File: config.mk
export PLATFORM = sky130hd
export DESIGN_NAME = smt_adaptive_partition_borrow_unit
export DESIGN_NICKNAME = d
export VERILOG_FILES = /design/src/hdl/sapb_pkg.sv /design/src/hdl/smt_adaptive_partition_borrow_unit.sv
export VERILOG_INCLUDE_DIRS = /design/src /design/src/hdl
export SDC_FILE = /design/constraint.sdc
export NUM_CORES = 1
export LEC_CHECK = 0
export BUFFER_PORTS_ARGS = -buffer_cell sky130_fd_sc_hd__buf_2
export CORE_MARGIN = 5
export CORE_UTILIZATION = 62
export DETAILED_ROUTE_END_ITERATION = 8
export PLACE_DENSITY = 0.92
export RECOVER_POWER = 25
export SKIP_LAST_GASP = 1
export SLEW_MARGIN = 20
export SYNTH_ARGS = -nofsm -noshare
export SYNTH_HDL_FRONTEND = slang
export SYNTH_SLANG_ARGS = --single-unit
File: constraint.sdc
create_clock -name clk -period 9.7 [get_ports clk]
set_input_delay 1.94 -clock clk [delete_from_list [all_inputs] [get_ports clk]]
set_output_delay 1.94 -clock clk [all_outputs]
set_load 0.01 [all_outputs]
File: src/hdl/assert_macros.svh
// ----------------------------------------------------------------------------
// Assertion macros
// Shared wrappers for the concurrent checks of the partitioner. Each use
// sits on a line of its own and expects clk and rst_n in scope.
// ----------------------------------------------------------------------------
`ifndef ASSERT_MACROS_SVH
`define ASSERT_MACROS_SVH

// Property that must hold at every clock edge outside reset.
`define SAPB_ASSERT(lbl, prop, msg) \
    lbl: assert property (@(posedge clk) disable iff (!rst_n) prop) else $error(msg);

// Implication whose consequent is checked in the cycle after the antecedent.
`define SAPB_ASSERT_NEXT(lbl, ante, cons, msg) \
    lbl: assert property (@(posedge clk) disable iff (!rst_n) (ante) |=> (cons)) \
        else $error(msg);

`endif

File: src/hdl/sapb_pkg.sv
// ----------------------------------------------------------------------------
// Partitioner package
// Request codes, register map and sizing constants of the adaptive
// partition and borrow unit.
// ----------------------------------------------------------------------------
package sapb_pkg;

    // Structure size the register total_entries is clipped to.
    localparam int unsigned ENTRIES = 128;
    localparam int unsigned THREADS = 2;

    localparam int unsigned ADDR_W = 5;
    localparam int unsigned DATA_W = 32;

    // Register reset values.
    localparam logic [7:0]  TOTAL_RESET     = 8'd128;
    localparam logic [7:0]  STEP_RESET      = 8'd4;
    localparam logic [7:0]  MAX_ALLOW_RESET = 8'd128;
    localparam logic [19:0] INTERVAL_RESET  = 20'd10000;
    localparam logic        MAIN_RESET      = 1'b0;
    localparam logic [7:0]  MAX_BORROW_RESET = 8'd8;
    localparam logic [7:0]  MIN_FREE_RESET  = 8'd10;

    // Partition limit after reset: half of the clipped reset size.
    localparam int unsigned EFF_RESET = (128 > ENTRIES) ? ENTRIES : 128;
    localparam logic [7:0]  LIMIT_RESET = 8'(EFF_RESET / THREADS);

    typedef enum logic [2:0] {
        REQ_CONSUME    = 3'd0,
        REQ_FREE       = 3'd1,
        REQ_IS_FULL    = 3'd2,
        REQ_FREE_COUNT = 3'd3,
        REQ_RESET_PART = 3'd4
    } req_t;

    typedef enum logic [2:0] {
        REG_TOTAL      = 3'd0,
        REG_STEP       = 3'd1,
        REG_MAX_ALLOW  = 3'd2,
        REG_INTERVAL   = 3'd3,
        REG_MAIN       = 3'd4,
        REG_MAX_BORROW = 3'd5,
        REG_MIN_FREE   = 3'd6
    } reg_idx_t;

endpackage

File: src/hdl/smt_adaptive_partition_borrow_unit.sv
// ----------------------------------------------------------------------------
// Adaptive partition and borrow unit
// Two-thread partitioner for one shared pipeline structure, with borrowing
// by the non-main thread and interval-based partition adaptation.
// ----------------------------------------------------------------------------
// Usage.
// The request channel (in_valid, in_stall) carries one beat per request:
// req_type, thread_id and cycle_now. The result channel (out_valid,
// out_stall) returns exactly one beat per request, in order, holding the
// query answers and the partition state as it stands after that request.
// A request beat is captured in an input register; from there the whole
// update is worked out by a single layer of logic from the state registers
// and written, together with the result, into the result register once it
// is empty or being drained. One request is taken every cycle for as long
// as the result side keeps accepting. The only loop is the state update
// itself, closed through the state registers alone, so back-to-back requests
// see each other's effects. When the receiver stalls, the result register
// holds its beat, one more request waits in the input register, and in_stall
// is raised after that. Reset clears both channels, restores the register
// defaults, empties the occupancy counts and sets both limits to half the
// structure size. Registers are to be written by the user through the APB
// port only while the unit is idle; the unit itself does not enforce this.
// ----------------------------------------------------------------------------
`include "assert_macros.svh"

module smt_adaptive_partition_borrow_unit (
    input  logic                         clk,
    input  logic                         rst_n,
    // Configuration port
    input  logic                         psel,
    input  logic                         penable,
    input  logic                         pwrite,
    input  logic [sapb_pkg::ADDR_W-1:0]  paddr,
    input  logic [sapb_pkg::DATA_W-1:0]  pwdata,
    output logic [sapb_pkg::DATA_W-1:0]  prdata,
    output logic                         pready,
    // Request channel
    input  logic                         in_valid,
    output logic                         in_stall,
    input  logic [2:0]                   req_type,
    input  logic                         thread_id,
    input  logic [31:0]                  cycle_now,
    // Result channel
    output logic                         out_valid,
    input  logic                         out_stall,
    output logic                         full_flag,
    output logic [7:0]                   free_entries,
    output logic                         borrowed_from_main,
    output logic [31:0]                  squash_events,
    output logic [31:0]                  borrow_events,
    output logic [7:0]                   limit_thread0,
    output logic [7:0]                   limit_thread1
);
    import sapb_pkg::*;

    // ------------------------------------------------------------------
    // Configuration registers
    // ------------------------------------------------------------------
    logic [7:0]  total_entries_reg;
    logic [7:0]  step_entries_reg;
    logic [7:0]  max_allowed_reg;
    logic [19:0] adapt_interval_reg;
    logic        main_thread_reg;
    logic [7:0]  max_borrow_reg;
    logic [7:0]  min_free_reg;

    logic        cfg_write;
    logic [2:0]  cfg_idx;

    assign pready    = 1'b1;
    assign cfg_write = psel && penable && pwrite && pready;
    assign cfg_idx   = paddr[4:2];

    always_ff @(posedge clk or negedge rst_n)
    begin
        if (!rst_n)
        begin
            total_entries_reg  <= TOTAL_RESET;
            step_entries_reg   <= STEP_RESET;
            max_allowed_reg    <= MAX_ALLOW_RESET;
            adapt_interval_reg <= INTERVAL_RESET;
            main_thread_reg    <= MAIN_RESET;
            max_borrow_reg     <= MAX_BORROW_RESET;
            min_free_reg       <= MIN_FREE_RESET;
        end
        else if (cfg_write)
        begin
            case (cfg_idx)
                REG_TOTAL:      total_entries_reg  <= pwdata[7:0];
                REG_STEP:       step_entries_reg   <= pwdata[7:0];
                REG_MAX_ALLOW:  max_allowed_reg    <= pwdata[7:0];
                REG_INTERVAL:   adapt_interval_reg <= pwdata[19:0];
                REG_MAIN:       main_thread_reg    <= pwdata[0];
                REG_MAX_BORROW: max_borrow_reg     <= pwdata[7:0];
                REG_MIN_FREE:   min_free_reg       <= pwdata[7:0];
                default:        ;
            endcase
        end
    end

    always_comb
    begin
        case (cfg_idx)
            REG_TOTAL:      prdata = {24'd0, total_entries_reg};
            REG_STEP:       prdata = {24'd0, step_entries_reg};
            REG_MAX_ALLOW:  prdata = {24'd0, max_allowed_reg};
            REG_INTERVAL:   prdata = {12'd0, adapt_interval_reg};
            REG_MAIN:       prdata = {31'd0, main_thread_reg};
            REG_MAX_BORROW: prdata = {24'd0, max_borrow_reg};
            REG_MIN_FREE:   prdata = {24'd0, min_free_reg};
            default:        prdata = '0;
        endcase
    end

    // Half of the structure size in use, after clipping to ENTRIES.
    logic [8:0] eff_size;
    logic [7:0] half_size;

    assign eff_size  = ({1'b0, total_entries_reg} > 9'(ENTRIES)) ? 9'(ENTRIES)
                                                                 : {1'b0, total_entries_reg};
    assign half_size = eff_size[8:1];

    // ------------------------------------------------------------------
    // Input register and flow control
    // ------------------------------------------------------------------
    logic        in_valid_reg;
    logic [2:0]  req_reg;
    logic        tid_reg;
    logic [31:0] now_reg;
    logic        out_valid_reg;
    logic        advance;
    logic        fire;

    // The result register may be refilled when empty or being drained.
    assign advance  = !out_valid_reg || !out_stall;
    assign fire     = in_valid_reg && advance;
    assign in_stall = in_valid_reg && !advance;

    always_ff @(posedge clk or negedge rst_n)
    begin
        if (!rst_n)
        begin
            in_valid_reg <= 1'b0;
        end
        else if (!in_stall)
        begin
            in_valid_reg <= in_valid;
        end
    end

    always_ff @(posedge clk)
    begin
        if (in_valid && !in_stall)
        begin
            req_reg <= req_type;
            tid_reg <= thread_id;
            now_reg <= cycle_now;
        end
    end

    // ------------------------------------------------------------------
    // Partition state
    // ------------------------------------------------------------------
    logic [8:0]  occ0_reg, occ1_reg, occ0_next, occ1_next;
    logic [7:0]  lim0_reg, lim1_reg, lim0_next, lim1_next;
    logic [15:0] tal0_reg, tal1_reg, tal0_next, tal1_next;
    logic [31:0] last_adapt_reg, last_adapt_next;
    logic [7:0]  borrowed_reg, borrowed_next;
    logic        squashing_reg, squashing_next;
    logic [31:0] squash_tally_reg, squash_tally_next;
    logic [31:0] borrow_tally_reg, borrow_tally_next;
    logic        full_next;
    logic [7:0]  nfree_next;

    always_comb
    begin
        logic [8:0]         occ_v [2];
        logic [7:0]         lim_v [2];
        logic [15:0]        tal_v [2];
        logic [31:0]        la_v;
        logic [7:0]         bor_v;
        logic               sqg_v;
        logic [31:0]        sqt_v;
        logic [31:0]        bt_v;
        logic               tid;
        logic               mt;
        logic [8:0]         occ_tid;
        logic [7:0]         lim_tid;
        logic               at_lim;
        logic [32:0]        deadline;
        logic               grow;
        logic               shrink;
        logic [8:0]         grown;
        logic signed [10:0] spare_main;
        logic signed [10:0] min_s;
        logic signed [10:0] lend;
        logic signed [10:0] r;

        occ_v[0] = occ0_reg;
        occ_v[1] = occ1_reg;
        lim_v[0] = lim0_reg;
        lim_v[1] = lim1_reg;
        tal_v[0] = tal0_reg;
        tal_v[1] = tal1_reg;
        la_v     = last_adapt_reg;
        bor_v    = borrowed_reg;
        sqg_v    = squashing_reg;
        sqt_v    = squash_tally_reg;
        bt_v     = borrow_tally_reg;
        tid      = tid_reg;
        mt       = main_thread_reg;
        occ_tid  = occ_v[tid];
        lim_tid  = lim_v[tid];
        at_lim   = occ_tid >= {1'b0, lim_tid};
        deadline = '0;
        grow     = 1'b0;
        shrink   = 1'b1;
        grown    = '0;
        spare_main = 11'(lim_v[mt]) - 11'(occ_v[mt]);
        min_s    = 11'(min_free_reg);
        lend     = '0;
        r        = '0;
        full_next  = 1'b0;
        nfree_next = '0;

        case (req_reg)
            REQ_CONSUME:
            begin
                if (tid != mt)
                begin
                    if (at_lim)
                    begin
                        if (bor_v != 8'hFF)
                        begin
                            bor_v = bor_v + 8'd1;
                        end
                        if (bt_v != 32'hFFFF_FFFF)
                        begin
                            bt_v = bt_v + 32'd1;
                        end
                    end
                end
                else if (bor_v != 8'd0 && !sqg_v)
                begin
                    if (sqt_v != 32'hFFFF_FFFF)
                    begin
                        sqt_v = sqt_v + 32'd1;
                    end
                    sqg_v = 1'b1;
                end
                if (occ_tid != 9'h1FF)
                begin
                    occ_v[tid] = occ_tid + 9'd1;
                end
                if (occ_v[tid] == {1'b0, lim_tid} && tal_v[tid] != 16'hFFFF)
                begin
                    tal_v[tid] = tal_v[tid] + 16'd1;
                end
            end
            REQ_FREE:
            begin
                if (occ_tid != 9'd0)
                begin
                    occ_v[tid] = occ_tid - 9'd1;
                end
                if (tid != mt)
                begin
                    if (bor_v != 8'd0)
                    begin
                        bor_v = bor_v - 8'd1;
                    end
                    else
                    begin
                        sqg_v = 1'b0;
                    end
                end
                // Adaptation: a zero timestamp is first seeded with now.
                if (la_v == 32'd0)
                begin
                    la_v = now_reg;
                end
                deadline = {1'b0, la_v} + {13'd0, adapt_interval_reg};
                if ({1'b0, now_reg} >= deadline)
                begin
                    la_v = now_reg;
                    if (tal_v[0] != tal_v[1])
                    begin
                        grow     = (tal_v[0] > tal_v[1]) ? 1'b0 : 1'b1;
                        shrink   = !grow;
                        tal_v[0] = '0;
                        tal_v[1] = '0;
                        grown    = {1'b0, lim_v[grow]} + {1'b0, step_entries_reg};
                        if (grown < {1'b0, max_allowed_reg} &&
                            lim_v[shrink] >= step_entries_reg &&
                            occ_v[shrink] <= {1'b0, lim_v[shrink] - step_entries_reg})
                        begin
                            lim_v[shrink] = lim_v[shrink] - step_entries_reg;
                            lim_v[grow]   = grown[7:0];
                            if (bor_v != 8'd0 && grow != mt)
                            begin
                                bor_v = (bor_v > step_entries_reg) ?
                                        bor_v - step_entries_reg : 8'd0;
                            end
                        end
                    end
                end
            end
            REQ_IS_FULL:
            begin
                if (at_lim)
                begin
                    if (tal_v[tid] != 16'hFFFF)
                    begin
                        tal_v[tid] = tal_v[tid] + 16'd1;
                    end
                    full_next = 1'b1;
                    if (tid != mt)
                    begin
                        if (bor_v < max_borrow_reg && spare_main > min_s)
                        begin
                            full_next = 1'b0;
                        end
                    end
                    else if (bor_v != 8'd0 && sqt_v != 32'hFFFF_FFFF)
                    begin
                        sqt_v = sqt_v + 32'd1;
                    end
                end
            end
            REQ_FREE_COUNT:
            begin
                if (at_lim && tal_v[tid] != 16'hFFFF)
                begin
                    tal_v[tid] = tal_v[tid] + 16'd1;
                end
                if (tid != mt)
                begin
                    if (bor_v < max_borrow_reg)
                    begin
                        lend = spare_main - min_s;
                        if (lend < 0)
                        begin
                            lend = '0;
                        end
                        r = 11'(lim_tid) - 11'(occ_tid) + lend;
                    end
                    if (r < 0)
                    begin
                        r = '0;
                    end
                end
                else
                begin
                    r = 11'(lim_tid) - 11'(occ_tid) - 11'(bor_v);
                    if (r < 0)
                    begin
                        r = '0;
                    end
                    if (bor_v != 8'd0 && r == 11'sd0 && sqt_v != 32'hFFFF_FFFF)
                    begin
                        sqt_v = sqt_v + 32'd1;
                    end
                end
                nfree_next = (r > 11'sd255) ? 8'hFF : r[7:0];
            end
            REQ_RESET_PART:
            begin
                occ_v[0] = '0;
                occ_v[1] = '0;
                lim_v[0] = half_size;
                lim_v[1] = half_size;
                tal_v[0] = '0;
                tal_v[1] = '0;
                la_v     = '0;
            end
            default:
            begin
            end
        endcase

        occ0_next         = occ_v[0];
        occ1_next         = occ_v[1];
        lim0_next         = lim_v[0];
        lim1_next         = lim_v[1];
        tal0_next         = tal_v[0];
        tal1_next         = tal_v[1];
        last_adapt_next   = la_v;
        borrowed_next     = bor_v;
        squashing_next    = sqg_v;
        squash_tally_next = sqt_v;
        borrow_tally_next = bt_v;
    end

    always_ff @(posedge clk or negedge rst_n)
    begin
        if (!rst_n)
        begin
            occ0_reg         <= '0;
            occ1_reg         <= '0;
            lim0_reg         <= LIMIT_RESET;
            lim1_reg         <= LIMIT_RESET;
            tal0_reg         <= '0;
            tal1_reg         <= '0;
            last_adapt_reg   <= '0;
            borrowed_reg     <= '0;
            squashing_reg    <= 1'b0;
            squash_tally_reg <= '0;
            borrow_tally_reg <= '0;
        end
        else if (fire)
        begin
            occ0_reg         <= occ0_next;
            occ1_reg         <= occ1_next;
            lim0_reg         <= lim0_next;
            lim1_reg         <= lim1_next;
            tal0_reg         <= tal0_next;
            tal1_reg         <= tal1_next;
            last_adapt_reg   <= last_adapt_next;
            borrowed_reg     <= borrowed_next;
            squashing_reg    <= squashing_next;
            squash_tally_reg <= squash_tally_next;
            borrow_tally_reg <= borrow_tally_next;
        end
    end

    // ------------------------------------------------------------------
    // Result register
    // ------------------------------------------------------------------
    logic        full_reg;
    logic [7:0]  nfree_reg;
    logic        bor_flag_reg;
    logic [31:0] squash_out_reg;
    logic [31:0] borrow_out_reg;
    logic [7:0]  lim0_out_reg;
    logic [7:0]  lim1_out_reg;

    always_ff @(posedge clk or negedge rst_n)
    begin
        if (!rst_n)
        begin
            out_valid_reg <= 1'b0;
        end
        else if (advance)
        begin
            out_valid_reg <= in_valid_reg;
        end
    end

    always_ff @(posedge clk)
    begin
        if (fire)
        begin
            full_reg       <= full_next;
            nfree_reg      <= nfree_next;
            bor_flag_reg   <= (borrowed_next != 8'd0);
            squash_out_reg <= squash_tally_next;
            borrow_out_reg <= borrow_tally_next;
            lim0_out_reg   <= lim0_next;
            lim1_out_reg   <= lim1_next;
        end
    end

    assign out_valid          = out_valid_reg;
    assign full_flag          = full_reg;
    assign free_entries       = nfree_reg;
    assign borrowed_from_main = bor_flag_reg;
    assign squash_events      = squash_out_reg;
    assign borrow_events      = borrow_out_reg;
    assign limit_thread0      = lim0_out_reg;
    assign limit_thread1      = lim1_out_reg;

    // ------------------------------------------------------------------
    // Assertions
    // ------------------------------------------------------------------
    // Sum of the two limits, and a partition reset being processed.
    logic [8:0] lim_sum;
    logic       part_reset;

    assign lim_sum    = 9'(lim0_reg) + 9'(lim1_reg);
    assign part_reset = fire && (req_reg == REQ_RESET_PART);

    // Every processed request must produce a result beat in the next cycle.
    `SAPB_ASSERT_NEXT(a_fire_gives_beat, fire, out_valid_reg, "processed request lost its result")
    // The squash tally only ever steps up by one.
    `SAPB_ASSERT(a_sq_step, squash_tally_reg - $past(squash_tally_reg) <= 32'd1, "squash jump")
    // Adaptation moves entries between the partitions; only a partition reset changes their sum.
    `SAPB_ASSERT(a_limit_sum, lim_sum == $past(lim_sum) || $past(part_reset), "limit sum moved")

endmodule
==> qor.txt, run 1 <==
CTS max path bufs - 3
met2 wire len - 36,000 um
timing endpoint of the critical path - lim0_reg[0]
worst path bufs/invs - 3
worst path arrival time - 8.75 ns
Max Cap Violations - 5
die footprint - 45,000 um2
final setup vio count - 0
CORE AREA - 40,600 um2
NetSw - 4610 uW
pin count of the biggest net entering global routing - 115
sw frac - 47.2%
PwrDens - 350 nW/um2
Setup crit end kind - flip-flop
ant diodes - 0
Hold Violations, Final - 0
final WL - 76,000 um
sequential fraction of the synthesis area - 38.1%
Setup Crit Path Kind - flip-flop to flip-flop
internal power - 5150 uW
number of port buffers - 177
number of flops mapped to enable cells by yosys - 126
Synth top area share - 21.8%
worst vdd ir - 0.233 mV
dpl cells - 3,354
post-CTS setup buffers - 0
Setup TNS Final - 0 ns
I/O pin count - 205
Mapped Avg Cell Area - 9.21 um2
total track usage - 32.7%
ratio of cells with drive above 1 in the final layout - 13.6%
RD Place Congestion - 0.982
via count - 22,871
nets - 3,118
die outline height - 212 um
mapped cell area - 25,300 um2
Final min period - 8.40 ns
HP Class - flip-flop to flip-flop
WP depth - 27
Fill cells - 2,887
CTS resizes - 0
share of power burned in registers - 22.3%
critical path launch point type - flip-flop
Synth warnings - 0
area leader, netlist - dfrtp_1
FFs w/ async S/R, synth - 65.0%
grt ovf - 0
Distinct cells, synth - 103
Post-CTS Hold Buffers - 0
CP required - 10.05 ns
Worst-Skew Late Latency - 0.57 ns
relative slew slack - -352%
status - complete, but fails checks
Worst R2R Setup Slack - 1.30 ns
RSZ-0062 raised after global routing - no
met3 routed WL - 6750 um
Clk pwr share - 16.4%
worst hold slack - 0.512 ns
r2r worst-path depth - 27
initial antenna violation count - 1
first-pass GRT wire length - 120,000 um
Worst Setup SP - tal1_reg[13]
Initial DRC Count - 2,827
leakage - 0.0126 uW
clock buffer count from CTS - 39
failing checks - max-capacitance violations, max-slew violations
reg2reg start - tal1_reg[13]
Avg Vias per Cell - 6.67
max-slew violation count - 266
commonest cells in the netlist - nand2_1 (242), dfrtp_1 (221), o21ai_0 (202)
Worst Clk Skew - 0.0285 ns
Die W - 212 um
clock sinks - 360
CP dominant cell by count - ha_1
clock root cell - clkbuf_16
TritonCTS clock tree - built
Post-DP HPWL - 53,400 um
Max Used Layer - met5
Fmax achieved - 119 MHz
Starting Density - 62.3%
Antenna Nets Post-Route - 0
DRC errors left - 0
Max FO, Critical Path - 38
Clock transition at path regs - 0.07 ns
Rows - 74
Comb pwr share - 61.3%
largest cells by area after synthesis - dfrtp_1 (22%), edfxtp_1 (15%), ha_1 (8.2%)
routed length per placed instance - 22.2 um
worst-margin pin slew - 6.78 ns
critical path's slowest cell - a222oi_1
area grow syn2layout - 10.2%
crit-path max cell delay - 0.75 ns
Cells after Synth - 2,748
count leader, synth - nand2_1
post-route insts no fill - 3,427
RR Endpoint - lim0_reg[0]
delay-heaviest family, CP - compound AO/OA/AOI/OAI gates
wl on met1 - 29,900 um
Tcrit/Tclk final - 86.6%
vias in the first global route - 22,179
router iterations before antenna repair - 7
Synth Register Bits - 360
H-tree depth - 2
Most used DFF post-synth - dfrtp_1
-- layer usage --
metal / up-vias / GRT usage (%)
li1: 10245 / -
met1: 11043 / 43.6
met2: 1320 / 53.3
met3: 261 / 5.86
met4: 2 / 13.4
met5: - / 0
-- cells by family (layout without fill, tap and decap cells) --
group / count (synthesis) / after routing / share of synthesized area, %
xor+xnor: 216 / 216 / 7.56
other cells: 2 / 13 / 0.0297
fa+ha+maj: 174 / 174 / 8.87
mux: 113 / 113 / 5.06
simple gates: 875 / 875 / 17.2
compound gates: 731 / 731 / 18.6
flops: 360 / 360 / 38.1
buf+inv: 277 / 413 / 4.58
-- how the worst min path moves through the flow --
stage | start | endpoint | slack [ns] | depth (start not counted)
floorplan | tal1_reg[15] | tal1_reg[15] | 0.45 | 1
global placement | tal1_reg[15] | tal1_reg[15] | 0.47 | 1
detailed placement | total_entries_reg[0] | total_entries_reg[0] | 0.50 | 1
CTS | tal1_reg[15] | tal1_reg[15] | 0.50 | 1
global route | tal1_reg[12] | tal1_reg[12] | 0.53 | 1
finish | tal1_reg[15] | tal1_reg[15] | 0.51 | 1
-- cells in the final DEF, fill, tap and decap left out, types with 88 or more instances in the layout --
cell      count
dfrtp_1     221
a21oi_1     169
xor2_1      126
o21ai_0     202
nor3_1       90
ha_1        165
xnor2_1      88
inv_1       131
nand2_1     242
nor2_1      189
buf_2       170
edfxtp_1    126
-- power groups by stage --
stage	clock network, uW	logic [uW]	registers (uW)
after CTS	1610	5860	2160
after global placement	0	5620	2170
final	1600	5980	2180
after floorplan	0	4390	2070
after detailed placement	0	5790	2190
after global routing	1680	6560	2200
-- stage by stage --
step	setup WS, ns	instance area [um2]	power (uW)	util [%]
final	1.30	27900	9760	68.7
after global routing	0.941	27900	10400	68.7
after CTS	1.65	27900	9630	68.7
after detailed placement	1.76	26500	7980	65.3
after global placement	2.02	26500	7790	65.3
after floorplan	2.79	25400	6450	-
-- final cells by class --
class,instances,area [um2],area share (%)
multi-input cells,2122,14600,52.4
flip-flops and latches,360,9660,34.6
repair buffers,207,1110,3.97
clock buffers,54,1090,3.92
well taps,532,666,2.39
inverters,134,504,1.81
clock inverters,18,270,0.968
(Power assumes the default switching activity.)
==> inputs of run 2 (changes only) <==
--- a/config.mk
+++ b/config.mk
@@ -7,10 +7,12 @@
 export NUM_CORES = 1
 export LEC_CHECK = 0
 export BUFFER_PORTS_ARGS = -buffer_cell sky130_fd_sc_hd__buf_2
+export CELL_PAD_IN_SITES_DETAIL_PLACEMENT = 0
+export CELL_PAD_IN_SITES_GLOBAL_PLACEMENT = 1
 export CORE_MARGIN = 5
-export CORE_UTILIZATION = 62
+export CORE_UTILIZATION = 51
 export DETAILED_ROUTE_END_ITERATION = 8
-export PLACE_DENSITY = 0.92
+export PLACE_DENSITY = 0.95
 export RECOVER_POWER = 25
 export SKIP_LAST_GASP = 1
 export SLEW_MARGIN = 20
==> constraint.sdc (replaced) <==
create_clock -name clk -period 10.2 [get_ports clk]
set_input_delay 2.04 -clock clk [delete_from_list [all_inputs] [get_ports clk]]
set_output_delay 2.04 -clock clk [all_outputs]
set_load 0.01 [all_outputs]
==> run 2 against run 1 <==
Effect of this change: the run still ends with max-capacitance violations, max-slew violations left; wire length fell by 3.6%; first-iteration DRC count fell by 21%; critical endpoint is now tal0_reg[12]; via count fell by 4.6%; largest cell class unchanged; critical path depth down 1; core utilization shrank 11 points; non-clock buffer count unchanged; sequential share of layout area is 0.39 points lower.
==> qor.txt, run 2 (synthesized netlist as in run 1, its figures left out) <==
status - complete, but fails checks
failing checks - max-capacitance violations, max-slew violations
Initial DRC Count - 2,240
grt ovf - 0
initial antenna violation count - 3
worst vdd ir - 0.329 mV
reg2reg start - last_adapt_reg[3]
critical path's slowest cell - o41ai_2
Max FO, Critical Path - 27
Rows - 81
final WL - 73,200 um
number of port buffers - 177
Worst R2R Setup Slack - 1.72 ns
worst path bufs/invs - 2
first-pass GRT wire length - 116,000 um
H-tree depth - 2
Placed Area - 26,700 um2
Fill cells - 4,324
CP required - 10.63 ns
RR Endpoint - tal0_reg[12]
Fmax achieved - 118 MHz
Worst-Skew Late Latency - 0.58 ns
worst path arrival time - 8.91 ns
Setup TNS Final - 0 ns
PwrDens - 332 nW/um2
router iterations before antenna repair - 6
critical path launch point type - flip-flop
Post-DP HPWL - 53,100 um
most frequent cells in the layout - nand2_1 (241), dfrtp_1 (221), o21ai_0 (201), nor2_1 (189), a21oi_1 (169)
final instance area - 28,200 um2
leakage - 0.0126 uW
Setup crit end kind - flip-flop
clock root cell - clkbuf_16
HP Class - flip-flop to flip-flop
Setup Crit Path Kind - flip-flop to flip-flop
Final min period - 8.48 ns
clock sinks - 360
hold depth - 1
routed length per placed instance - 20.5 um
Tcrit/Tclk final - 83.1%
RSZ-0062 raised after global routing - no
max-slew violation count - 192
wl on met1 - 31,200 um
nets - 3,121
delay-heaviest family, CP - compound AO/OA/AOI/OAI gates
Avg Vias per Cell - 6.12
hold wc startpoint - tal1_reg[15]
final setup vio count - 0
met2 wire len - 34,300 um
via count - 21,825
crit-path max cell delay - 0.84 ns
clock buffer count from CTS - 42
CTS resizes - 0
die outline height - 233 um
Die W - 233 um
pin count of the biggest net entering global routing - 112
Worst Clk Skew - 0.0211 ns
post-route insts no fill - 3,568
ratio of cells with drive above 1 in the final layout - 13.7%
met3 routed WL - 5040 um
Max Used Layer - met5
I/O pin count - 205
Post-CTS Hold Buffers - 0
CORE AREA - 49,100 um2
Starting Density - 51.6%
worst-margin pin slew - 6.38 ns
Pwr Total - 9380 uW
dpl cells - 3,486
area grow syn2layout - 11.5%
Max Cap Violations - 3
Clock transition at path regs - 0.06 ns
Worst Setup SP - last_adapt_reg[3]
r2r worst-path depth - 26
vias in the first global route - 21,354
fin util - 57.5%
commonest non-fill, non-tap cell in the layout - nand2_1
Hold Violations, Final - 0
DRC errors left - 0
die footprint - 54,200 um2
total track usage - 26.4%
RD Place Congestion - 0.935
TritonCTS clock tree - built
relative slew slack - -325%
Antenna Nets Post-Route - 0
Worst Hold Path EP - tal1_reg[15]
post-CTS setup buffers - 0
CTS max path bufs - 3
==> run 2: cell type report <==
cell class                 count  area (um2)  share of cell area (%)
inverter                     134         505                    1.79
clock buffer                  56        1240                    4.38
sequential                   360        9660                    34.2
timing repair buffer         207        1100                    3.89
clock inverter                22         285                    1.01
tap                          664         831                    2.94
multi-input combinational   2122       14600                    51.7
antenna                        3        7.51                  0.0266
==> run 2: worst max path at each step <==
stage	cells past startpoint	to	slack (ns)
after floorplan	30	lim0_reg[3]	3.29
after global placement	26	tal1_reg[10]	2.18
after detailed placement	26	tal0_reg[12]	1.96
after CTS	26	tal0_reg[12]	1.92
after global routing	26	tal1_reg[11]	1.32
final	26	tal0_reg[12]	1.72
==> run 2: per-layer routing <==
layer	global-route usage, %	vias up
met5	1.10	-
met4	9.16	2
li1	-	10271
met3	3.88	162
met2	42.6	918
met1	36.4	10472
==> run 2: metrics by stage <==
stage	setup WS [ns]	hold WS (ns)
after floorplan	3.29	0.447
after global placement	2.18	0.468
after detailed placement	1.96	0.490
after CTS	1.92	0.498
after global routing	1.32	0.508
final	1.72	0.509
==> run 2: where the power goes <==
part           internal (uW)  total, uW  switching, uW
clock                   1010       1650            637
combinational           2230       5670           3440
sequential              1760       2070            304
==> run 2: worst register-to-register path: stages (launching register included) <==
cell and delay, ns:
dfrtp_1 0.40, nor4_1 0.55, nand4_1 0.37, nor2_2 0.79, a21oi_1 0.30, inv_1 0.11
ha_1 0.23, a21o_1 0.16, a21oi_1 0.27, o21ai_0 0.19, a41oi_1 0.45, o21ai_0 0.28
a211o_1 0.36, a21oi_1 0.18, nor2b_1 0.11, nor2b_1 0.16, xnor2_1 0.14, ha_1 0.28
nand2_1 0.06, nor2_1 0.17, nand2_1 0.12, o41a_1 0.53, buf_4 0.29, o41ai_2 0.85
nand2_2 0.53, o21ai_0 0.36, o31ai_1 0.12
